===== config.mk =====
export PLATFORM = sky130hd
export DESIGN_NAME = packed_record_blob_validator_core_flat
export DESIGN_NICKNAME = d
export VERILOG_FILES = /design/src/prbv_pkg.sv /design/src/prbv_in_if.sv /design/src/prbv_out_if.sv /design/src/prbv_cfg_if.sv /design/src/prbv_parser.sv /design/src/packed_record_blob_validator_core.sv /design/src/flat_wrapper.sv
export SDC_FILE = /design/constraint.sdc
export NUM_CORES = 1
export LEC_CHECK = 0
export BUFFER_PORTS_ARGS = -buffer_cell sky130_fd_sc_hd__buf_4
export CORE_ASPECT_RATIO = 1.5
export CORE_MARGIN = 4
export CORE_UTILIZATION = 55
export CTS_CLUSTER_DIAMETER = 150
export DETAILED_ROUTE_END_ITERATION = 16
export PLACE_DENSITY = 0.79
export SLEW_MARGIN = 20
export SYNTH_ARGS = -nofsm -noshare
export SYNTH_HDL_FRONTEND = slang
export SYNTH_SLANG_ARGS = --single-unit

===== constraint.sdc =====
create_clock -name clk -period 7.7 [get_ports clk]
set_input_delay 2.31 -clock clk [delete_from_list [all_inputs] [get_ports clk]]
set_output_delay 2.31 -clock clk [all_outputs]
set_load 0.1 [all_outputs]

===== src/prbv_pkg.sv =====
// Shared types, constants and the magic table of the packed record blob validator.
`default_nettype none

package prbv_pkg;

  // Field and register widths.
  localparam int unsigned VERSION_W = 32;
  localparam int unsigned RECSIZE_W = 16;
  localparam int unsigned GROUPS_W  = 9;
  localparam int unsigned RECORDS_W = 17;
  localparam int unsigned TEXT_W    = 25;
  localparam int unsigned LEFT_W    = 33;
  localparam int unsigned INDEX_W   = 3;
  localparam int unsigned FCOUNT_W  = 5;

  // Byte positions inside the header and the key.
  localparam logic [FCOUNT_W-1:0] MAGIC_LAST   = 5'd7;
  localparam logic [FCOUNT_W-1:0] VERSION_LAST = 5'd11;
  localparam logic [FCOUNT_W-1:0] SIZE_LAST    = 5'd15;
  localparam logic [FCOUNT_W-1:0] GCOUNT_LAST  = 5'd19;
  localparam logic [FCOUNT_W-1:0] HEADER_LAST  = 5'd23;
  localparam logic [FCOUNT_W-1:0] KEY_LAST     = 5'd7;

  // Hard ceiling on the group count.
  localparam logic [GROUPS_W-1:0] GROUP_CEILING = 9'd256;

  // Register reset values.
  localparam logic [VERSION_W-1:0] RST_EXPECTED_VERSION = 32'd1;
  localparam logic [RECSIZE_W-1:0] RST_RECORD_SIZE      = 16'd64;
  localparam logic [GROUPS_W-1:0]  RST_MAX_GROUPS       = 9'd256;
  localparam logic [RECORDS_W-1:0] RST_MAX_RECORDS      = 17'd100000;
  localparam logic [TEXT_W-1:0]    RST_MAX_TEXT_BYTES   = 25'd16777216;

  typedef enum logic [2:0] {
    SEC_HEADER  = 3'd0,
    SEC_KEY     = 3'd1,
    SEC_COUNT   = 3'd2,
    SEC_TEXTLEN = 3'd3,
    SEC_DATA    = 3'd4,
    SEC_TEXT    = 3'd5,
    SEC_TRAIL   = 3'd6
  } sec_t;

  typedef enum logic [3:0] {
    ST_PARSING       = 4'd0,
    ST_ACCEPTED      = 4'd1,
    ST_SHORT_HEADER  = 4'd2,
    ST_MAGIC_VERSION = 4'd3,
    ST_RECORD_SIZE   = 4'd4,
    ST_GROUP_COUNT   = 4'd5,
    ST_TRUNCATED     = 4'd6,
    ST_IMPLAUSIBLE   = 4'd7,
    ST_TRAILING      = 4'd8
  } status_t;

  typedef enum logic [INDEX_W-1:0] {
    REG_EXPECTED_VERSION = 3'd0,
    REG_RECORD_SIZE      = 3'd1,
    REG_MAX_GROUPS       = 3'd2,
    REG_MAX_RECORDS      = 3'd3,
    REG_MAX_TEXT_BYTES   = 3'd4
  } reg_idx_t;

  typedef struct packed {
    logic [VERSION_W-1:0] expected_version;
    logic [RECSIZE_W-1:0] record_size;
    logic [GROUPS_W-1:0]  max_groups;
    logic [RECORDS_W-1:0] max_records;
    logic [TEXT_W-1:0]    max_text_bytes;
  } cfg_regs_t;

  typedef struct packed {
    logic [7:0] byte_value;
    sec_t       section;
    logic [7:0] group_index;
    status_t    status;
    logic       blob_done;
  } res_t;

  // Expected magic byte at header position k.
  function automatic logic [7:0] magic_byte(input logic [2:0] k);
    logic [7:0] m;
    unique case (k)
      3'd0:    m = 8'h42;
      3'd1:    m = 8'h42;
      3'd2:    m = 8'h43;
      3'd3:    m = 8'h46;
      3'd4:    m = 8'h49;
      3'd5:    m = 8'h4D;
      3'd6:    m = 8'h50;
      default: m = 8'h43;
    endcase
    return m;
  endfunction

endpackage

`default_nettype wire


===== src/prbv_in_if.sv =====
// Input byte channel: valid/ready with one blob byte and its last-byte flag.
`default_nettype none

interface prbv_in_if;
  logic       valid;
  logic       ready;
  logic [7:0] data_byte;
  logic       final_byte;

  modport source (output valid, output data_byte, output final_byte, input ready);
  modport sink   (input valid, input data_byte, input final_byte, output ready);
endinterface

`default_nettype wire


===== src/prbv_out_if.sv =====
// Result channel: valid/ready with the tagged byte and its status.
`default_nettype none

interface prbv_out_if;
  logic       valid;
  logic       ready;
  logic [7:0] byte_value;
  logic [2:0] section;
  logic [7:0] group_index;
  logic [3:0] status;
  logic       blob_done;

  modport source (output valid, output byte_value, output section, output group_index,
                  output status, output blob_done, input ready);
  modport sink   (input valid, input byte_value, input section, input group_index,
                  input status, input blob_done, output ready);
endinterface

`default_nettype wire


===== src/prbv_cfg_if.sv =====
// Configuration write channel: valid/ready with register index and write data.
`default_nettype none

interface prbv_cfg_if;
  logic        valid;
  logic        ready;
  logic [2:0]  index;
  logic [31:0] data;

  modport source (output valid, output index, output data, input ready);
  modport sink   (input valid, input index, input data, output ready);
endinterface

`default_nettype wire


===== src/prbv_parser.sv =====
// Parse state of the blob and the per-byte step logic that tags each byte.
`default_nettype none

module prbv_parser (
  input  wire logic                clk,
  input  wire logic                rst,
  input  wire logic                step,
  input  wire logic [7:0]          data_byte,
  input  wire logic                final_byte,
  input  wire prbv_pkg::cfg_regs_t regs,
  output prbv_pkg::res_t           res
);
  import prbv_pkg::*;

  // Parse state registers.
  sec_t                 section_state;
  logic [FCOUNT_W-1:0]  field_byte_count;
  logic [23:0]          field_shift;
  logic                 magic_ok;
  logic                 size_ok;
  logic                 count_ok;
  logic                 cnt_plausible;
  logic [GROUPS_W-1:0]  group_total;
  logic [7:0]           group_current;
  logic [RECORDS_W-1:0] record_count;
  logic [TEXT_W-1:0]    text_left;
  logic [LEFT_W-1:0]    bytes_left;
  status_t              error_code;

  sec_t                 section_state_next;
  logic [FCOUNT_W-1:0]  field_byte_count_next;
  logic [23:0]          field_shift_next;
  logic                 magic_ok_next;
  logic                 size_ok_next;
  logic                 count_ok_next;
  logic                 cnt_plausible_next;
  logic [GROUPS_W-1:0]  group_total_next;
  logic [7:0]           group_current_next;
  logic [RECORDS_W-1:0] record_count_next;
  logic [TEXT_W-1:0]    text_left_next;
  logic [LEFT_W-1:0]    bytes_left_next;
  status_t              error_code_next;

  logic [1:0]           pos;
  logic                 word_last;
  logic [31:0]          word;
  logic [23:0]          gathered;
  logic [GROUPS_W-1:0]  limit;
  logic [GROUPS_W-1:0]  group_inc;
  logic                 last_group;
  logic [LEFT_W-1:0]    data_bytes;
  logic                 data_nonzero;
  logic [LEFT_W-1:0]    bytes_dec;
  logic [TEXT_W-1:0]    text_dec;
  sec_t                 out_sec;
  status_t              status;

  // Little-endian word assembly: the full word is ready on its fourth byte.
  assign pos       = field_byte_count[1:0];
  assign word_last = (pos == 2'd3);
  assign word      = {data_byte, field_shift};
  assign gathered  = (pos == 2'd0) ? {16'h0000, data_byte}
                                   : field_shift | ({16'h0000, data_byte} << {pos, 3'b000});

  // Group count ceiling and end-of-group test.
  assign limit      = (regs.max_groups < GROUP_CEILING) ? regs.max_groups : GROUP_CEILING;
  assign group_inc  = {1'b0, group_current} + 9'd1;
  assign last_group = (group_inc >= group_total);

  // Data length of one group; zero exactly when either factor is zero.
  assign data_bytes   = LEFT_W'(record_count) * LEFT_W'(regs.record_size);
  assign data_nonzero = (record_count != '0) && (regs.record_size != '0);

  assign bytes_dec = (bytes_left != '0) ? bytes_left - LEFT_W'(1) : bytes_left;
  assign text_dec  = (text_left != '0) ? text_left - TEXT_W'(1) : text_left;

  // Step logic for one byte.
  always_comb begin
    section_state_next    = section_state;
    field_byte_count_next = field_byte_count;
    field_shift_next      = field_shift;
    magic_ok_next         = magic_ok;
    size_ok_next          = size_ok;
    count_ok_next         = count_ok;
    cnt_plausible_next    = cnt_plausible;
    group_total_next      = group_total;
    group_current_next    = group_current;
    record_count_next     = record_count;
    text_left_next        = text_left;
    bytes_left_next       = bytes_left;
    error_code_next       = error_code;
    out_sec               = section_state;

    unique case (section_state)
      SEC_HEADER: begin
        if (field_byte_count <= MAGIC_LAST) begin
          if (data_byte != magic_byte(field_byte_count[2:0])) begin
            magic_ok_next = 1'b0;
          end
        end else begin
          field_shift_next = gathered;
          if (field_byte_count == VERSION_LAST && word != regs.expected_version) begin
            magic_ok_next = 1'b0;
          end
          if (field_byte_count == SIZE_LAST) begin
            size_ok_next = (word == 32'(regs.record_size));
          end
          if (field_byte_count == GCOUNT_LAST) begin
            count_ok_next    = (word != '0) && (word <= 32'(limit));
            group_total_next = count_ok_next ? word[GROUPS_W-1:0] : '0;
          end
        end
        // Header checks in priority order at the last header byte.
        if (field_byte_count >= HEADER_LAST) begin
          if (!magic_ok_next) begin
            error_code_next    = ST_MAGIC_VERSION;
            section_state_next = SEC_TRAIL;
          end else if (!size_ok_next) begin
            error_code_next    = ST_RECORD_SIZE;
            section_state_next = SEC_TRAIL;
          end else if (!count_ok_next) begin
            error_code_next    = ST_GROUP_COUNT;
            section_state_next = SEC_TRAIL;
          end else begin
            section_state_next    = SEC_KEY;
            field_byte_count_next = '0;
            group_current_next    = '0;
          end
        end else begin
          field_byte_count_next = field_byte_count + FCOUNT_W'(1);
        end
      end
      SEC_KEY: begin
        if (field_byte_count >= KEY_LAST) begin
          section_state_next    = SEC_COUNT;
          field_byte_count_next = '0;
        end else begin
          field_byte_count_next = field_byte_count + FCOUNT_W'(1);
        end
      end
      SEC_COUNT: begin
        field_shift_next = gathered;
        if (word_last) begin
          cnt_plausible_next    = (word <= 32'(regs.max_records));
          record_count_next     = cnt_plausible_next ? word[RECORDS_W-1:0] : '0;
          section_state_next    = SEC_TEXTLEN;
          field_byte_count_next = '0;
        end else begin
          field_byte_count_next = field_byte_count + FCOUNT_W'(1);
        end
      end
      SEC_TEXTLEN: begin
        field_shift_next = gathered;
        if (word_last) begin
          field_byte_count_next = '0;
          if (!cnt_plausible || word > 32'(regs.max_text_bytes)) begin
            error_code_next    = ST_IMPLAUSIBLE;
            section_state_next = SEC_TRAIL;
          end else begin
            text_left_next  = word[TEXT_W-1:0];
            bytes_left_next = data_bytes;
            if (data_nonzero) begin
              section_state_next = SEC_DATA;
            end else if (word[TEXT_W-1:0] != '0) begin
              section_state_next = SEC_TEXT;
            end else if (last_group) begin
              section_state_next = SEC_TRAIL;
            end else begin
              group_current_next    = group_inc[7:0];
              section_state_next    = SEC_KEY;
              field_byte_count_next = '0;
            end
          end
        end else begin
          field_byte_count_next = field_byte_count + FCOUNT_W'(1);
        end
      end
      SEC_DATA: begin
        bytes_left_next = bytes_dec;
        if (bytes_dec == '0) begin
          if (text_left != '0) begin
            section_state_next = SEC_TEXT;
          end else if (last_group) begin
            section_state_next = SEC_TRAIL;
          end else begin
            group_current_next    = group_inc[7:0];
            section_state_next    = SEC_KEY;
            field_byte_count_next = '0;
          end
        end
      end
      SEC_TEXT: begin
        text_left_next = text_dec;
        if (text_dec == '0) begin
          if (last_group) begin
            section_state_next = SEC_TRAIL;
          end else begin
            group_current_next    = group_inc[7:0];
            section_state_next    = SEC_KEY;
            field_byte_count_next = '0;
          end
        end
      end
      default: begin
        // Trailing bytes, and every byte after an error.
        out_sec = SEC_TRAIL;
        if (error_code == ST_PARSING) begin
          error_code_next = ST_TRAILING;
        end
      end
    endcase

    // Status after this byte.
    if (error_code_next != ST_PARSING) begin
      status = error_code_next;
    end else if (final_byte) begin
      if (section_state_next == SEC_TRAIL) begin
        status = ST_ACCEPTED;
      end else if (section_state_next == SEC_HEADER) begin
        status = ST_SHORT_HEADER;
      end else begin
        status = ST_TRUNCATED;
      end
    end else begin
      status = ST_PARSING;
    end

    res.byte_value  = data_byte;
    res.section     = out_sec;
    res.group_index = group_current_next;
    res.status      = status;
    res.blob_done   = (error_code_next != ST_PARSING) || final_byte;
  end

  // State registers; the last byte of a blob returns everything to reset.
  always_ff @(posedge clk) begin
    if (rst || (step && final_byte)) begin
      section_state    <= SEC_HEADER;
      field_byte_count <= '0;
      field_shift      <= '0;
      magic_ok         <= 1'b1;
      size_ok          <= 1'b0;
      count_ok         <= 1'b0;
      cnt_plausible    <= 1'b1;
      group_total      <= '0;
      group_current    <= '0;
      record_count     <= '0;
      text_left        <= '0;
      bytes_left       <= '0;
      error_code       <= ST_PARSING;
    end else if (step) begin
      section_state    <= section_state_next;
      field_byte_count <= field_byte_count_next;
      field_shift      <= field_shift_next;
      magic_ok         <= magic_ok_next;
      size_ok          <= size_ok_next;
      count_ok         <= count_ok_next;
      cnt_plausible    <= cnt_plausible_next;
      group_total      <= group_total_next;
      group_current    <= group_current_next;
      record_count     <= record_count_next;
      text_left        <= text_left_next;
      bytes_left       <= bytes_left_next;
      error_code       <= error_code_next;
    end
  end

endmodule

`default_nettype wire


===== src/packed_record_blob_validator_core.sv =====
// Top level of the packed record blob validator: input register, parser, result register.
//
//   channel  | dir | payload                                          | handshake
//   ---------+-----+--------------------------------------------------+-----------
//   blob     | in  | data_byte, final_byte                            | valid/ready
//   result   | out | byte_value, section, group_index, status, done   | valid/ready
//   cfg      | in  | index, data                                      | valid/ready
//
// One byte enters per cycle while the result side does not stall; each result passes through
// the input register, then the parse step into the result register.
// The parse state loop closes in a single combinational step, which sets the one-byte-per-cycle rate.
// Reset is synchronous; it restores the registers to their defaults and the parse state.
// A stall on the result side holds both stages; the input takes a new beat whenever
// its register is empty or moves on. Configuration writes are always ready.
`default_nettype none

module packed_record_blob_validator_core (
  input wire logic  clk,
  input wire logic  rst,
  prbv_in_if.sink   blob,
  prbv_out_if.source result,
  prbv_cfg_if.sink  cfg
);
  import prbv_pkg::*;

  cfg_regs_t  regs;
  logic       in_valid;
  logic [7:0] in_byte;
  logic       in_final;
  logic       out_valid;
  res_t       out_res;
  res_t       step_res;
  logic       advance;
  logic       step;

  // Stage control.
  assign advance    = !out_valid || result.ready;
  assign step       = in_valid && advance;
  assign blob.ready = !in_valid || advance;
  assign cfg.ready  = 1'b1;

  // Configuration registers.
  always_ff @(posedge clk) begin
    if (rst) begin
      regs.expected_version <= RST_EXPECTED_VERSION;
      regs.record_size      <= RST_RECORD_SIZE;
      regs.max_groups       <= RST_MAX_GROUPS;
      regs.max_records      <= RST_MAX_RECORDS;
      regs.max_text_bytes   <= RST_MAX_TEXT_BYTES;
    end else if (cfg.valid) begin
      unique case (cfg.index)
        REG_EXPECTED_VERSION: regs.expected_version <= cfg.data;
        REG_RECORD_SIZE:      regs.record_size      <= cfg.data[RECSIZE_W-1:0];
        REG_MAX_GROUPS:       regs.max_groups       <= cfg.data[GROUPS_W-1:0];
        REG_MAX_RECORDS:      regs.max_records      <= cfg.data[RECORDS_W-1:0];
        REG_MAX_TEXT_BYTES:   regs.max_text_bytes   <= cfg.data[TEXT_W-1:0];
        default: begin
        end
      endcase
    end
  end

  // Input register.
  always_ff @(posedge clk) begin
    if (rst) begin
      in_valid <= 1'b0;
    end else if (blob.ready) begin
      in_valid <= blob.valid;
    end
  end

  always_ff @(posedge clk) begin
    if (blob.valid && blob.ready) begin
      in_byte  <= blob.data_byte;
      in_final <= blob.final_byte;
    end
  end

  prbv_parser u_parser (
    .clk        (clk),
    .rst        (rst),
    .step       (step),
    .data_byte  (in_byte),
    .final_byte (in_final),
    .regs       (regs),
    .res        (step_res)
  );

  // Result register.
  always_ff @(posedge clk) begin
    if (rst) begin
      out_valid <= 1'b0;
    end else if (advance) begin
      out_valid <= step;
    end
  end

  always_ff @(posedge clk) begin
    if (step) begin
      out_res <= step_res;
    end
  end

  assign result.valid       = out_valid;
  assign result.byte_value  = out_res.byte_value;
  assign result.section     = out_res.section;
  assign result.group_index = out_res.group_index;
  assign result.status      = out_res.status;
  assign result.blob_done   = out_res.blob_done;

endmodule

`default_nettype wire

===== src/flat_wrapper.sv =====
// flat-port wrapper written by rule: the top's interface ports become plain ports
module packed_record_blob_validator_core_flat import prbv_pkg::*;
  (clk, rst, blob_valid, blob_data_byte, blob_final_byte, blob_ready, result_valid, result_byte_value, result_section, result_group_index, result_status, result_blob_done, result_ready, cfg_valid, cfg_index, cfg_data, cfg_ready);
  prbv_in_if blob_i ();
  prbv_out_if result_i ();
  prbv_cfg_if cfg_i ();
  input wire logic clk;
  input wire logic rst;
  input wire logic [$bits(blob_i.valid)-1:0] blob_valid;
  input wire logic [$bits(blob_i.data_byte)-1:0] blob_data_byte;
  input wire logic [$bits(blob_i.final_byte)-1:0] blob_final_byte;
  output wire logic [$bits(blob_i.ready)-1:0] blob_ready;
  output wire logic [$bits(result_i.valid)-1:0] result_valid;
  output wire logic [$bits(result_i.byte_value)-1:0] result_byte_value;
  output wire logic [$bits(result_i.section)-1:0] result_section;
  output wire logic [$bits(result_i.group_index)-1:0] result_group_index;
  output wire logic [$bits(result_i.status)-1:0] result_status;
  output wire logic [$bits(result_i.blob_done)-1:0] result_blob_done;
  input wire logic [$bits(result_i.ready)-1:0] result_ready;
  input wire logic [$bits(cfg_i.valid)-1:0] cfg_valid;
  input wire logic [$bits(cfg_i.index)-1:0] cfg_index;
  input wire logic [$bits(cfg_i.data)-1:0] cfg_data;
  output wire logic [$bits(cfg_i.ready)-1:0] cfg_ready;
  assign blob_i.valid = blob_valid;
  assign blob_i.data_byte = blob_data_byte;
  assign blob_i.final_byte = blob_final_byte;
  assign blob_ready = blob_i.ready;
  assign result_valid = result_i.valid;
  assign result_byte_value = result_i.byte_value;
  assign result_section = result_i.section;
  assign result_group_index = result_i.group_index;
  assign result_status = result_i.status;
  assign result_blob_done = result_i.blob_done;
  assign result_i.ready = result_ready;
  assign cfg_i.valid = cfg_valid;
  assign cfg_i.index = cfg_index;
  assign cfg_i.data = cfg_data;
  assign cfg_ready = cfg_i.ready;
  packed_record_blob_validator_core u_core (.clk(clk), .rst(rst), .blob(blob_i), .result(result_i), .cfg(cfg_i));
endmodule

### Word-level counts from Yosys, hierarchy flattened

Index checks and enable logic that the tools add are counted.

* register bits after elaboration: 266
* word-level logic and storage cells: 201
* bits of input ports: 49
* output and inout port bits: 27

* magnitude comparators: 8
* muxes and demuxes: 78
* shifts and indexed selects: 1
* multipliers: 1
* add/sub/neg operators: 4
* eq/ne operators: 31
* bitwise logic cells: 2
* reduce and logical (&&, ||, !) cells: 49

Operator list (number)
* 2-to-1 mux 8 bit: 14
* 2-to-1 mux 33 bit: 3
* 2-to-1 mux 25 bit: 3
* one-hot mux 33 bit (2 select lines): 1
* 2-to-1 mux 5 bit: 10
* one-hot mux 25 bit (2 select lines): 1
* one-hot mux 5 bit (5 select lines): 2
* nonzero test 25 bit: 2
* 2-to-1 mux 24 bit: 2
* 2-to-1 mux 3 bit: 16
* one-hot mux 24 bit (2 select lines): 1
* 2-to-1 mux 4 bit: 9
* logical NOT 33 bit: 1
* multiplier 17 x 16 -> 33 bit: 1
* nonzero test 33 bit: 1
* subtractor 33 x 1 -> 33 bit, second input constant: 1
* == test 32 x 16 -> 1 bit: 1
* greater-than comparator 32 x 25 -> 1 bit: 1
* <= comparator 32 x 17 -> 1 bit: 1
* <= comparator 32 x 9 -> 1 bit: 1
* != test 32 bit: 1
* one-hot mux 8 bit (4 select lines): 1
* nonzero test 32 bit: 1
* logical NOT 25 bit: 1
* other kinds (44): 98

### Logic depth before layout (Yosys ltp)

Gate-level depths: netlist (run 1).

* depth in word-level cells: 17
* gate-level depth with buffers: 27
* mapped depth without buffers: 25

### Modules after synthesis

Synthesis (run 1) repeated with hierarchy kept, for this count alone.

* cell total of the unflattened synthesis: 2985
* area, all modules: 24960.2 µm²

Modules (own cells, without submodules)
* prbv_parser: sequential area each 2642.5 µm², cells an instance 2565, times used 1, area an instance 19812.8 µm²
* packed_record_blob_validator_core: sequential area each 3012.9 µm², cells an instance 420, times used 1, area an instance 5147.4 µm²

### Worst setup path after synthesis (run 1)

OpenSTA, ideal clock, no wires.

* path kind: reg-to-reg
* start point: reg, netlist name u_core.regs[60]
* end point: reg u_core.u_parser.bytes_left[29]
* library setup time: 0.128 ns
* arrival: 6.638 ns
* path slack: 0.934 ns
* cell stages (with the launch flop): 26
* clock period less this slack: 6.766 ns
* buffers on the path: 3
* required time: 7.572 ns
* cells stage by stage: dfxtp_1 clkbuf_1 buf_1 nand2_1 fa_1 inv_1 fa_1 fa_1 fa_1 fa_1 inv_1 fa_1 inv_1 ha_1 clkbuf_1 a21o_1 a21o_1 a21o_1 a2111oi_0 nor2_1 o311ai_0 a21oi_1 xnor2_1 o32ai_1 a22oi_1 nor2_1

* longest elaborated chain between the ends: 4

Ends and longest elaborated chain
* multiplier 17 x 16 -> 33 bit: line prbv_parser.sv:71 `assign data_bytes = LEFT_W'(record_count) * LEFT_W'(regs.record_size);`
* 2-to-1 mux 33 bit: line prbv_parser.sv:156 `if (!cnt_plausible || word > 32'(regs.max_text_bytes)) begin`
* 2-to-1 mux 33 bit: line prbv_parser.sv:154 `if (word_last) begin`
* one-hot mux 33 bit (2 select lines): line prbv_parser.sv:94 `unique case (section_state)`
* end signal: assignment: line prbv_parser.sv:263 `bytes_left <= bytes_left_next;`
* end: declaration: line prbv_parser.sv:27 `logic [LEFT_W-1:0] bytes_left;`

Every way passes these cells. The select of a mux whose other input is x is not followed.
A chain may end at the register's enable or synchronous reset.

### Final worst setup path (run 1)

* start point: reg, netlist name u_core.regs[54]
* end point: reg u_core.u_parser.bytes_left[25]

* longest elaborated chain between the ends: 4

Ends and longest elaborated chain (line)
* multiplier 17 x 16 -> 33 bit: prbv_parser.sv:71
* 2-to-1 mux 33 bit: prbv_parser.sv:156
* 2-to-1 mux 33 bit: prbv_parser.sv:154
* one-hot mux 33 bit (2 select lines): prbv_parser.sv:94

Every way passes these cells. The select of a mux whose other input is x is not followed.

==> results of run 1 <==
==> cell families after synthesis <==
family          after synthesis  synth area share (%)
xor+xnor                     95                  3.43
simple gates               1100                  22.1
fa+ha+maj                   384                  26.2
buf+inv                     518                  8.44
flops                       266                  23.3
compound gates              623                  16.1
mux                          10                 0.423
other cells                   1                0.0154
==> layer usage <==
metal / GRT usage (%) / vias to the layer above / share of wire (%) / routed length, µm
met3: 3.91 / 376 / 6.9 / 5110
met1: 32.8 / 10500 / 34 / 25500
met4: 23.6 / 0 / 9.5 / 7050
li1: - / 10000 / - / -
met2: 53.8 / 1005 / 49 / 36400
met5: 0 / - / 0 / 0
==> worst max path at each step <==
stage          slack [ns]                        endpoint
2_1_floorplan        0.93  u_core.u_parser.bytes_left[29]
4_1_cts              0.53  u_core.u_parser.bytes_left[25]
6_report             0.38  u_core.u_parser.bytes_left[25]
3_3_place_gp         0.70  u_core.u_parser.bytes_left[25]
3_5_place_dp         0.59  u_core.u_parser.bytes_left[25]
5_1_grt              0.04  u_core.u_parser.bytes_left[25]
==> cells in the mapped netlist, drive strengths merged (50+ instances only) <==
| master | n |
|---|---|
| nor4 | 51 |
| nor2 | 177 |
| a21oi | 244 |
| ha | 176 |
| dfxtp | 233 |
| xor2 | 50 |
| nand2 | 469 |
| o21ai | 110 |
| fa | 208 |
| and2 | 131 |
| nor3 | 53 |
| clkbuf | 181 |
| inv | 324 |
==> metrics by stage <==
| stage | cells | area, µm² |
|---|---|---|
| global placement | 3507 | 25100 |
| detailed placement | 3507 | 25100 |
| CTS | 3555 | 26000 |
| finish | 3555 | 26000 |
| floorplan | 2997 | 24300 |
| global route | 3555 | 26000 |
==> power groups by stage <==
stage	logic (mW)	clock network, mW	registers (mW)
5_1_grt	0.473	1.38	1.47
3_3_place_gp	0.425	0	1.50
4_1_cts	0.434	1.34	1.47
2_1_floorplan	0.268	0	1.52
3_5_place_dp	0.432	0	1.50
6_report	0.442	1.32	1.47
==> critical path: cells and delay by family, from the launching register on <==
kind | cells | cell delay, ns
buffers and inverters | 3 | 0.17
and+or+nand+nor | 1 | 0.22
adders and majority gates | 7 | 3.48
AOI/OAI and AO/OA | 8 | 2.30
DFF | 1 | 0.96
xor gates and xnor gates | 1 | 0.09
==> sequential cells by signal, indices dropped and copies added, names as in the netlist, 3 cells and up <==
name,count
u_core.u_parser.field_byte_count,5
u_core.u_parser.text_left,25
u_core.in_byte,8
u_core.u_parser.group_total,9
u_core.u_parser.section_state,3
u_core.u_parser.group_current,8
u_core.u_parser.record_count,17
u_core.result.status,4
u_core.result.section,3
u_core.u_parser.error_code,4
u_core.u_parser.bytes_left,33
u_core.result.byte_value,8
u_core.regs,99
u_core.result.group_index,8
u_core.u_parser.field_shift,24
==> layout make-up <==
cell class                      instances  area, µm²
Clock buffer                           35        756
Clock inverter                         13        108
Fill cell                            3903      17700
Inverter                              326       1220
Multi-Input combinational cell       2213      16600
Sequential cell                       266       5660
Tap cell                              576        721
Timing Repair Buffer                  126        946
==> results by group, run 1 <==
Critical path
  • Worst endpoint required time: 8.15 ns
  • Crit-path max cell delay: roughly 0.96 ns
  • Cells along the critical path: nand2_1 -> fa_1 -> fa_1 -> fa_1 -> inv_1 -> fa_1 -> fa_1 -> inv_1 -> fa_1 -> inv_1 -> ha_1 -> a211o_1 -> o211ai_1 -> a21oi_1 -> a2111oi_0 -> o21ai_0 -> a21o_1 -> a21oi_1 -> xor2_1 -> o41ai_1
  • Crit-path slowest cell: dfxtp_1
  • Most used cell, CP: fa_1
  • R2r startpoint: u_core.regs[54]
  • Reg2Reg Depth: 20
  • Crit Reg-Reg Endpoint: u_core.u_parser.bytes_left[25]
  • Crit start category: flop
  • Crit Path Max Fanout: 20
  • Crit path DAT: around 8 ns
  • Critical path class: flop to flop
  • CP Launch Point: u_core.regs[54]
  • FF-to-FF setup slack: 0.38 ns
  • CP Capture Type: flop

STA
  • Actual slew at the worst max-slew pin: around 1.1 ns
  • Final setup fails: 0
  • Clock Skew: roughly 0.017 ns
  • Worst Hold Margin: 0.456 ns
  • Max-slew violations: 0
  • Hold Fails Final Rpt: 0
  • RSZ-0062 raised after global routing: false
  • Setup WS post-layout: 0.380 ns
  • Period minus WS final: 7.32 ns
  • TNS Setup: 0 ns
  • Peak Freq: about 0.14 GHz
  • Relative slew slack: 24.5%
  • Final period util: 95.1%

Detailed routing
  • WL per Instance: 20.8 µm
  • Detail-routed via count per cell: 6.17
  • Vias: 21900
  • Post-route DRC violation count: 0
  • Post-route ant nets: 0
  • DR iter-0 viols: 1727
  • First-pass detailed-route iteration total: 7
  • WL final: about 74000 µm

Global route
  • Largest net degree at the start of global routing: 104
  • Grt ovf: 0
  • Vias in the first global route: 22600
  • All-Layer GR Usage: 30.4%
  • Initial antenna violation count: 0
  • First-pass GRT wire length: ~120000 µm

Worst hold path
  • Hold path start: u_core.regs[45]
  • Hold path endpoint: u_core.regs[45]
  • Worst hold path depth: 2
  • HP Class: flop to flop

Run status
  • Status: completed

Clock network
  • Clock latency on the worst-skew pair: roughly 0.57 ns
  • Hold buffers post-CTS: 0
  • H-tree depth: 1
  • Clock tree buffer depth: 3
  • Post-CTS Setup Bufs: 0
  • Clock Tree Root: clkbuf_16
  • TritonCTS clock tree: done
  • CTS resizes: 0
  • Num CTS Buffers: 27
  • # clock sinks: 266
  • Clk slew on worst S/H paths: 0.06 ns

Layout
  • Commonest non-fill, non-tap cells in the layout: nand2_1 (467), inv_1 (324), a21oi_1 (242), dfxtp_1 (233), fa_1 (208)
  • Post-layout net count: 3393
  • Core Util, Final: between 50% and 60%
  • Area growth from synthesis to layout: 7.16%
  • ANT cells: 0
  • Share of cells above drive strength 1: 7.28%
  • Most common cell after layout, fill and taps aside: nand2_1

Synthesis
  • Post-synth EDFFs: 33
  • Ys flop type: dfxtp_1
  • YS warnings: 0
  • Syn_area_per_cell: 8.10 µm²
  • Synthesis-stage register bit count: 266
  • Yosys cell types: 93
  • Mapped Area: 24300 µm²
  • Cell count after synthesis: 2997
  • Syn nets: approximately 3400
  • Area leader, netlist: dfxtp_1
  • Seq/Total Area, Yosys: 23.3%
  • Synth area leaders: dfxtp_1 (19%), fa_1 (17%), ha_1 (9.1%), nand2_1 (7.2%), a21oi_1 (5.0%)
  • Synth top area share: 19.2%
  • FFs w/ async S/R, synth: 0%

Floorplanning
  • DIE AREA: ~48000 µm²
  • IO Pins: 76
  • Die width: about 180 µm
  • Initial cell density of the core: 55.5%
  • Total core area: 43800 µm²
  • Floorplan row count: between 90 and 100
  • Die Ht: 265 µm

Placement
  • Setup WS pre-CTS: 0.588 ns
  • PortBufs: 74
  • Hpwl dp: 56000 µm
  • GP Congestion: 1.00

Pwr
  • P_int: 2.30 mW
  • Net Sw Frac: 28.8%
  • Clock power share: approximately two fifths
  • Sw power: 932 µW
  • Comb pwr share: 13.7%
  • VDD IR max: 0.296 mV
  • PwrDens: 124 nW/µm²
  • Total Power: 3.23 mW
  • P_leak: 11.7 nW
  • Sequential Power Share: a little under half

Flow run
  • Max_cap viols: 0
Note: power is estimated with default switching activity, not from simulation.
==> inputs of run 2 (changes only) <==
- CELL_PAD_IN_SITES_DETAIL_PLACEMENT: not set -> 1
- CELL_PAD_IN_SITES_GLOBAL_PLACEMENT: not set -> 1
- CORE_UTILIZATION: 55 -> 49
- PLACE_DENSITY: 0.79 -> 0.89
==> results by group, run 2 (synthesis results as in run 1) <==
Detailed routing
  • Post-route ant nets: 0 (unchanged)
  • Detail-routed via count per cell: 6.20 (+0.52%)
  • Vias: 22600 (+3.2%)
  • First-pass detailed-route iteration total: 6 (-1)
  • WL final: 87600 µm (+18%)
  • WL per Instance: 24.0 µm (+15%)
  • Post-route DRC violation count: 0 (unchanged)
  • DR iter-0 viols: 1291 (-25%)

Floorplanning
  • IO Pins: 76 (unchanged)
  • Floorplan row count: 99 (+5.3%)
  • Total core area: 48800 µm² (+12%)
  • Die Ht: 281 µm (+5.8%)
  • Die width: 190 µm (+5.7%)
  • DIE AREA: 53300 µm² (+12%)
  • Initial cell density of the core: 49.8% (-5.7 points)

Placement
  • Hpwl dp: 67800 µm (+21%)
  • GP Congestion: 0.987 (-1.3%)
  • PortBufs: 74 (unchanged)
  • Dpl cell area: 25300 µm² (+0.73%)
  • Setup WS pre-CTS: 0.400 ns (-0.188 ns)

Layout
  • Commonest non-fill, non-tap cells in the layout: nand2_1 (468), inv_1 (324), a21oi_1 (242), dfxtp_1 (229), fa_1 (208)
  • Top flop regs: u_core.regs: 99 flops, u_core.u_parser.bytes_left: 33 flops, u_core.u_parser.text_left: 25 flops
  • Most flop-heavy register: u_core.regs
  • Most common cell after layout, fill and taps aside: nand2_1
  • Share of cells above drive strength 1: 7.55% (+0.27 points)
  • Post-layout net count: 3406 (+0.38%)
  • Non-Filler Cell Area, Final: 26200 µm² (+0.83%)
  • Area growth from synthesis to layout: 8.05%
  • Max FFs per register: 99 (unchanged)
  • Layout filler cell count: 5944 (+52%)
  • Core Util, Final: 53.8% (-5.7 points)

STA
  • TNS Setup: 0 ns (unchanged)
  • Max-slew violations: 0 (unchanged)
  • Final setup fails: 0 (unchanged)
  • Setup WS post-layout: 0.410 ns (+0.0308 ns)
  • Final period util: 94.7% (-0.40 points)
  • RSZ-0062 raised after global routing: false
  • Clock Skew: 0.0257 ns (+0.00888 ns)
  • Relative slew slack: 30.8% (+6.2 points)
  • Peak Freq: 0.137 GHz (+0.42%)
  • Actual slew at the worst max-slew pin: 1.04 ns (-0.0843 ns)
  • Hold Fails Final Rpt: 0 (unchanged)
  • Period minus WS final: 7.29 ns (-0.0308 ns)

Flow run
  • Max_cap viols: 0 (unchanged)

Critical path
  • Crit Path Max Fanout: 12 (-40%)
  • Crit path DAT: 7.78 ns (about the same)
  • Crit start category: flop
  • R2r startpoint: u_core.u_parser.record_count[7]
  • CP Capture Type: flop
  • Worst endpoint required time: 8.19 ns (+0.04 ns)
  • CP Launch Point: u_core.u_parser.record_count[7]
  • Critical path class: flop to flop

Global route
  • Initial antenna violation count: 1 (+1)
  • All-Layer GR Usage: 32.8% (+2.5 points)
  • First-pass GRT wire length: 139000 µm (+18%)
  • Vias in the first global route: 25600 (+13%)
  • Grt ovf: 0 (unchanged)
  • Largest net degree at the start of global routing: 96 (-7.7%)

Run status
  • Status: completed

Clock network
  • CTS resizes: 0 (unchanged)
  • Clock Tree Root: clkbuf_16
  • Clock latency on the worst-skew pair: 0.59 ns (+0.02 ns)
  • H-tree depth: 1 (unchanged)
  • Clk slew on worst S/H paths: 0.07 ns (about the same)
  • Post-CTS Setup Bufs: 0 (unchanged)
  • Hold buffers post-CTS: 0 (unchanged)
  • TritonCTS clock tree: done
  • # clock sinks: 266 (unchanged)
  • Clock tree buffer depth: 3 (unchanged)
  • Num CTS Buffers: 28 (+3.7%)

Worst hold path
  • Hold path start: u_core.regs[43]
  • HP Class: flop to flop

Pwr
  • VDD IR max: 0.187 mV (-37%)
  • Total Power: 3.30 mW (+2.1%)
  • PwrDens: 126 nW/µm² (+1.3%)
  • P_leak: 11.7 nW (+0.50%)
-- run 2: cell types whose count changed in the layout (fill, tap and decap cells not counted), sizes merged --
cell and delta:
buf +12, clkbuf +5, clkinv -4, clkinvlp +1
diode +1, inv -1
-- run 2: routing by layer --
metal	routed length [µm]	vias up	global-route usage, %
li1	-	10000	-
met1	29600	11300	32.8
met4	8210	0	25.4
met3	4610	406	5.00
met2	45200	906	60.4
met5	0	-	0
-- run 2: worst max-delay path, cell delays in order, from the launching register on --
cell	delay, ns
dfxtp_1	0.70
buf_4	0.27
nand2_1	0.08
fa_1	0.55
inv_1	0.08
fa_1	0.53
fa_1	0.64
fa_1	0.48
fa_1	0.59
inv_1	0.07
fa_1	0.53
inv_1	0.04
ha_1	0.39
and4_1	0.25
o211ai_1	0.22
a21oi_1	0.15
a2111oi_1	0.53
o21ai_0	0.32
a21o_1	0.24
a21oi_1	0.19
xor2_1	0.10
o41ai_1	0.25
-- run 2: final cells by class --
type                            instances  area (µm²)  area share, %
Multi-Input combinational cell       2213       16600           63.3
Sequential cell                       266        5660           21.6
Tap cell                              656         821           3.13
Clock buffer                           40         787           3.00
Inverter                              326        1220           4.66
Clock inverter                          9         105          0.401
Antenna cell                            1        2.50        0.00954
Timing Repair Buffer                  138        1040           3.95
-- run 2: path summary, 6_finish.rpt --
kind	slack (ns)	to	cells after the start
worst max-delay path	0.41	u_core.u_parser.bytes_left[25]	21
worst min-delay path	0.46	u_core.regs[43]	2
worst max register to register	0.41	u_core.u_parser.bytes_left[25]	21
worst min register to register	0.46	u_core.regs[43]	2
-- run 2: metrics by stage --
| step | instances | hold WS, ns |
|---|---|---|
| CTS | 3648 | 0.456 |
| global placement | 3599 | 0.441 |
| global route | 3648 | 0.469 |
| detailed placement | 3599 | 0.447 |
| floorplan | 2997 | 0.424 |
| finish | 3649 | 0.456 |
-- run 2: where the power goes --
group / switching [mW] / leakage (nW) / internal [mW] / total, mW
Sequential: 0.0418 / 2.20 / 1.43 / 1.47
Clock: 0.623 / 0.418 / 0.749 / 1.37
Combinational: 0.313 / 9.11 / 0.142 / 0.455
Total: 0.978 / 11.7 / 2.32 / 3.30
==> inputs of run 3 (changes only) <==
- SYNTH_HIERARCHICAL: not set -> 1
==> results by group, run 3 <==
Layout
  • Most flop-heavy register: u_core/regs
  • FF/Latch Area: 5660 µm² (about the same)
  • Commonest non-fill, non-tap cells in the layout: inv_1 (337), nand2_1 (307), dfxtp_1 (233), fa_1 (208), nor2_1 (196)
  • Share of cells above drive strength 1: 7.58% (+0.025 points)
  • Post-layout net count: 3380 (-0.76%)
  • Most common cell after layout, fill and taps aside: inv_1
  • Footprint of the multi-input gates: 17300 µm² (+3.9%)
  • Layout filler cell count: 5981 (+0.62%)
  • Top flop regs: u_core/regs: 99 flops, u_core/u_parser/bytes_left: 33 flops, u_core/u_parser/text_left: 25 flops
  • Max FFs per register: 99 (unchanged)
  • Area growth from synthesis to layout: 8.04% (about the same)

Clock network
  • Clk slew on worst S/H paths: 0.07 ns (about the same)
  • Hold buffers post-CTS: 0 (unchanged)
  • Post-CTS Setup Bufs: 0 (unchanged)
  • H-tree depth: 1 (unchanged)
  • # clock sinks: 266 (unchanged)
  • CTS resizes: 0 (unchanged)
  • Clock latency on the worst-skew pair: 0.59 ns (about the same)
  • TritonCTS clock tree: done
  • Clock Tree Root: clkbuf_16
  • Clock tree buffer depth: 3 (unchanged)
  • Num CTS Buffers: 29 (+3.6%)

Critical path
  • Crit Reg-Reg Endpoint: u_core/u_parser/bytes_left[32]
  • Reg2Reg Depth: 22 (+4.8%)
  • Critical path class: flop to flop
  • CP Capture Type: flop
  • Crit path DAT: 7.79 ns (about the same)
  • Worst endpoint required time: 8.19 ns (about the same)
  • Crit start category: flop
  • FF-to-FF setup slack: 0.40 ns (about the same)
  • Crit Path Max Fanout: 20 (+8)
  • R2r startpoint: u_core/regs[65]

Synthesis
  • Yosys cell types: 99 (+6.5%)
  • Post-synth top cells: inv_1 (337), nand2_1 (307), dfxtp_1 (233), fa_1 (208), nor2_1 (198)
  • Synthesis-stage register bit count: 266 (unchanged)
  • FFs w/ async S/R, synth: 0% (unchanged)
  • Most frequent cell after synthesis: inv_1
  • Area leader, netlist: dfxtp_1
  • YS warnings: 6 (+6)
  • Seq/Total Area, Yosys: 22.7% (-0.63 points)
  • Post-synth EDFFs: 33 (unchanged)
  • Cell count after synthesis: 2985 (-0.40%)
  • Synth top area share: 18.7% (-0.52 points)
  • Synth area leaders: dfxtp_1 (19%), fa_1 (17%), ha_1 (8.8%), inv_1 (5.1%), nand2_1 (4.6%)
  • Syn nets: 3418 (-0.35%)
  • Syn_area_per_cell: 8.36 µm² (+3.2%)
  • Mapped Area: 25000 µm² (+2.8%)
  • Ys flop type: dfxtp_1

Global route
  • Largest net degree at the start of global routing: 95 (-1.0%)
  • Grt ovf: 0 (unchanged)
  • Vias in the first global route: 25700 (+0.55%)
  • All-Layer GR Usage: 33.3% (+0.47 points)
  • First-pass GRT wire length: 144000 µm (+3.7%)
  • Initial antenna violation count: 1 (unchanged)

Pwr
  • Clock power share: 43.3% (+1.7 points)
  • Sequential Power Share: 42.7% (-2.0 points)
  • Comb pwr share: 14.0% (+0.2 points)
  • Sw power: 1.03 mW (+5.2%)
  • P_leak: 12.2 nW (+4.4%)
  • PwrDens: 128 nW/µm² (+1.8%)
  • Net Sw Frac: 29.8% (+0.14 points)
  • VDD IR max: 0.178 mV (-5.0%)
  • P_int: 2.43 mW (+4.5%)

Detailed routing
  • Post-route ant nets: 0 (unchanged)
  • DR iter-0 viols: 1688 (+31%)
  • First-pass detailed-route iteration total: 5 (-1)
  • Vias: 22800 (+0.49%)
  • WL per Instance: 25.2 µm (+5.1%)
  • Post-route DRC violation count: 0 (unchanged)
  • Detail-routed via count per cell: 6.25 (+0.76%)
  • WL final: 91900 µm (+4.8%)

STA
  • Actual slew at the worst max-slew pin: 1.03 ns (-0.00716 ns)
  • TNS Setup: 0 ns (unchanged)
  • Max-slew violations: 0 (unchanged)
  • Relative slew slack: 30.6% (-0.16 points)
  • Final period util: 94.8% (+0.12 points)
  • Final setup fails: 0 (unchanged)
  • Setup WS post-layout: 0.401 ns (-0.00934 ns)
  • RSZ-0062 raised after global routing: false
  • Period minus WS final: 7.30 ns (+0.00934 ns)
  • Peak Freq: 0.137 GHz (-0.13%)
  • Clock Skew: 0.0277 ns (+0.00202 ns)
  • Hold Fails Final Rpt: 0 (unchanged)

Floorplanning
  • Die width: 192 µm (+1.3%)
  • IO Pins: 76 (unchanged)
  • DIE AREA: 54700 µm² (+2.7%)
  • Floorplan row count: 101 (+2.0%)
  • Die Ht: 284 µm (+1.3%)
  • Total core area: 50500 µm² (+3.6%)
  • Initial cell density of the core: 49.4% (-0.38 points)

Worst hold path
  • Worst hold path depth: 2 (unchanged)
  • HP Class: flop to flop
  • Hold path endpoint: u_core/u_parser/group_total[6]
  • Hold path start: u_core/u_parser/group_total[6]

Placement
  • PortBufs: 74 (unchanged)
  • GP Congestion: 0.949 (-3.8%)
  • Hpwl dp: 67800 µm (about the same)
  • Setup WS pre-CTS: 0.520 ns (+0.120 ns)

Run status
  • Status: completed

Flow run
  • Max_cap viols: 0 (unchanged)
==> run 3: changes by cell type after synthesis, moves of 22 or more <==
cell,before,now
nor2_1,176,198
mux2i_1,8,107
nand2_1,468,307
nand2b_1,19,138
a21oi_1,244,164
o31ai_1,11,40
==> run 3: critical path, stage by stage (launching register included) <==
cell     delay (ns)
dfxtp_1        0.96
nand2_1        0.19
fa_1           0.52
fa_1           0.56
inv_1          0.06
fa_1           0.51
fa_1           0.52
fa_1           0.54
inv_1          0.05
fa_1           0.52
inv_1          0.04
ha_1           0.37
a21o_1         0.22
a21o_1         0.18
a21oi_1        0.21
o21ai_0        0.14
a31oi_1        0.17
o31ai_1        0.20
a41o_1         0.32
o31ai_1        0.41
mux2i_1        0.24
nand3_1        0.09
a21oi_1        0.17
==> run 3: worst max-delay path by stage <==
stage                                from                              to  cells after the start
final                     u_core/regs[65]  u_core/u_parser/bytes_left[32]                     22
after global routing      u_core/regs[65]  u_core/u_parser/bytes_left[32]                     22
after CTS                 u_core/regs[65]  u_core/u_parser/bytes_left[32]                     22
after detailed placement  u_core/regs[65]  u_core/u_parser/bytes_left[32]                     22
after global placement    u_core/regs[57]  u_core/u_parser/bytes_left[31]                     24
after floorplan           u_core/regs[54]  u_core/u_parser/bytes_left[31]                     24
==> run 3: cell type report <==
class                   count  share of cell area, %
multi-input cells        2185                   64.0
well taps                 669                   3.10
clock inverters            18                  0.742
repair buffers            125                   3.48
inverters                 340                   4.73
flip-flops and latches    266                   21.0
diodes                      1                0.00928
clock buffers              35                   2.96
==> run 3: logic make-up after synthesis <==
group | count (synthesis) | share of synthesized area [%]
AND/OR/NAND/NOR | 1064 | 21.9
AO/OA/AOI/OAI | 535 | 13.9
buffers and inverters | 534 | 8.41
adder cells (fa/ha/maj) | 384 | 25.5
flip-flops | 266 | 22.7
multiplexers | 108 | 4.34
XOR/XNOR | 93 | 3.26
other | 1 | 0.0150
==> run 3: metal layers <==
layer	vias up	share of wire [%]	track usage, %
met4	0	11	28.1
li1	9927	-	-
met1	11300	34	34.3
met2	1014	49	57.3
met5	-	0	0
met3	534	5.9	6.30
==> run 3: per-stage QoR <==
| step | hold slack (ns) | instances | area, µm² | power (mW) | util [%] |
|---|---|---|---|---|---|
| 3_5_place_dp | 0.455 | 3585 | 25900 | 1.97 | 51.3 |
| 3_3_place_gp | 0.447 | 3585 | 25900 | 1.95 | 51.3 |
| 2_1_floorplan | 0.434 | 2985 | 25000 | 1.81 | - |
| 6_report | 0.467 | 3639 | 27000 | 3.46 | 53.3 |
| 5_1_grt | 0.497 | 3638 | 27000 | 3.56 | 53.3 |
| 4_1_cts | 0.464 | 3638 | 26900 | 3.45 | 53.3 |
==> run 3: power groups by stage <==
stage	combinational, mW	sequential (mW)	clock (mW)
3_5_place_dp	0.463	1.50	0
3_3_place_gp	0.446	1.50	0
2_1_floorplan	0.289	1.52	0
4_1_cts	0.469	1.47	1.51
6_report	0.483	1.48	1.50
5_1_grt	0.510	1.48	1.57
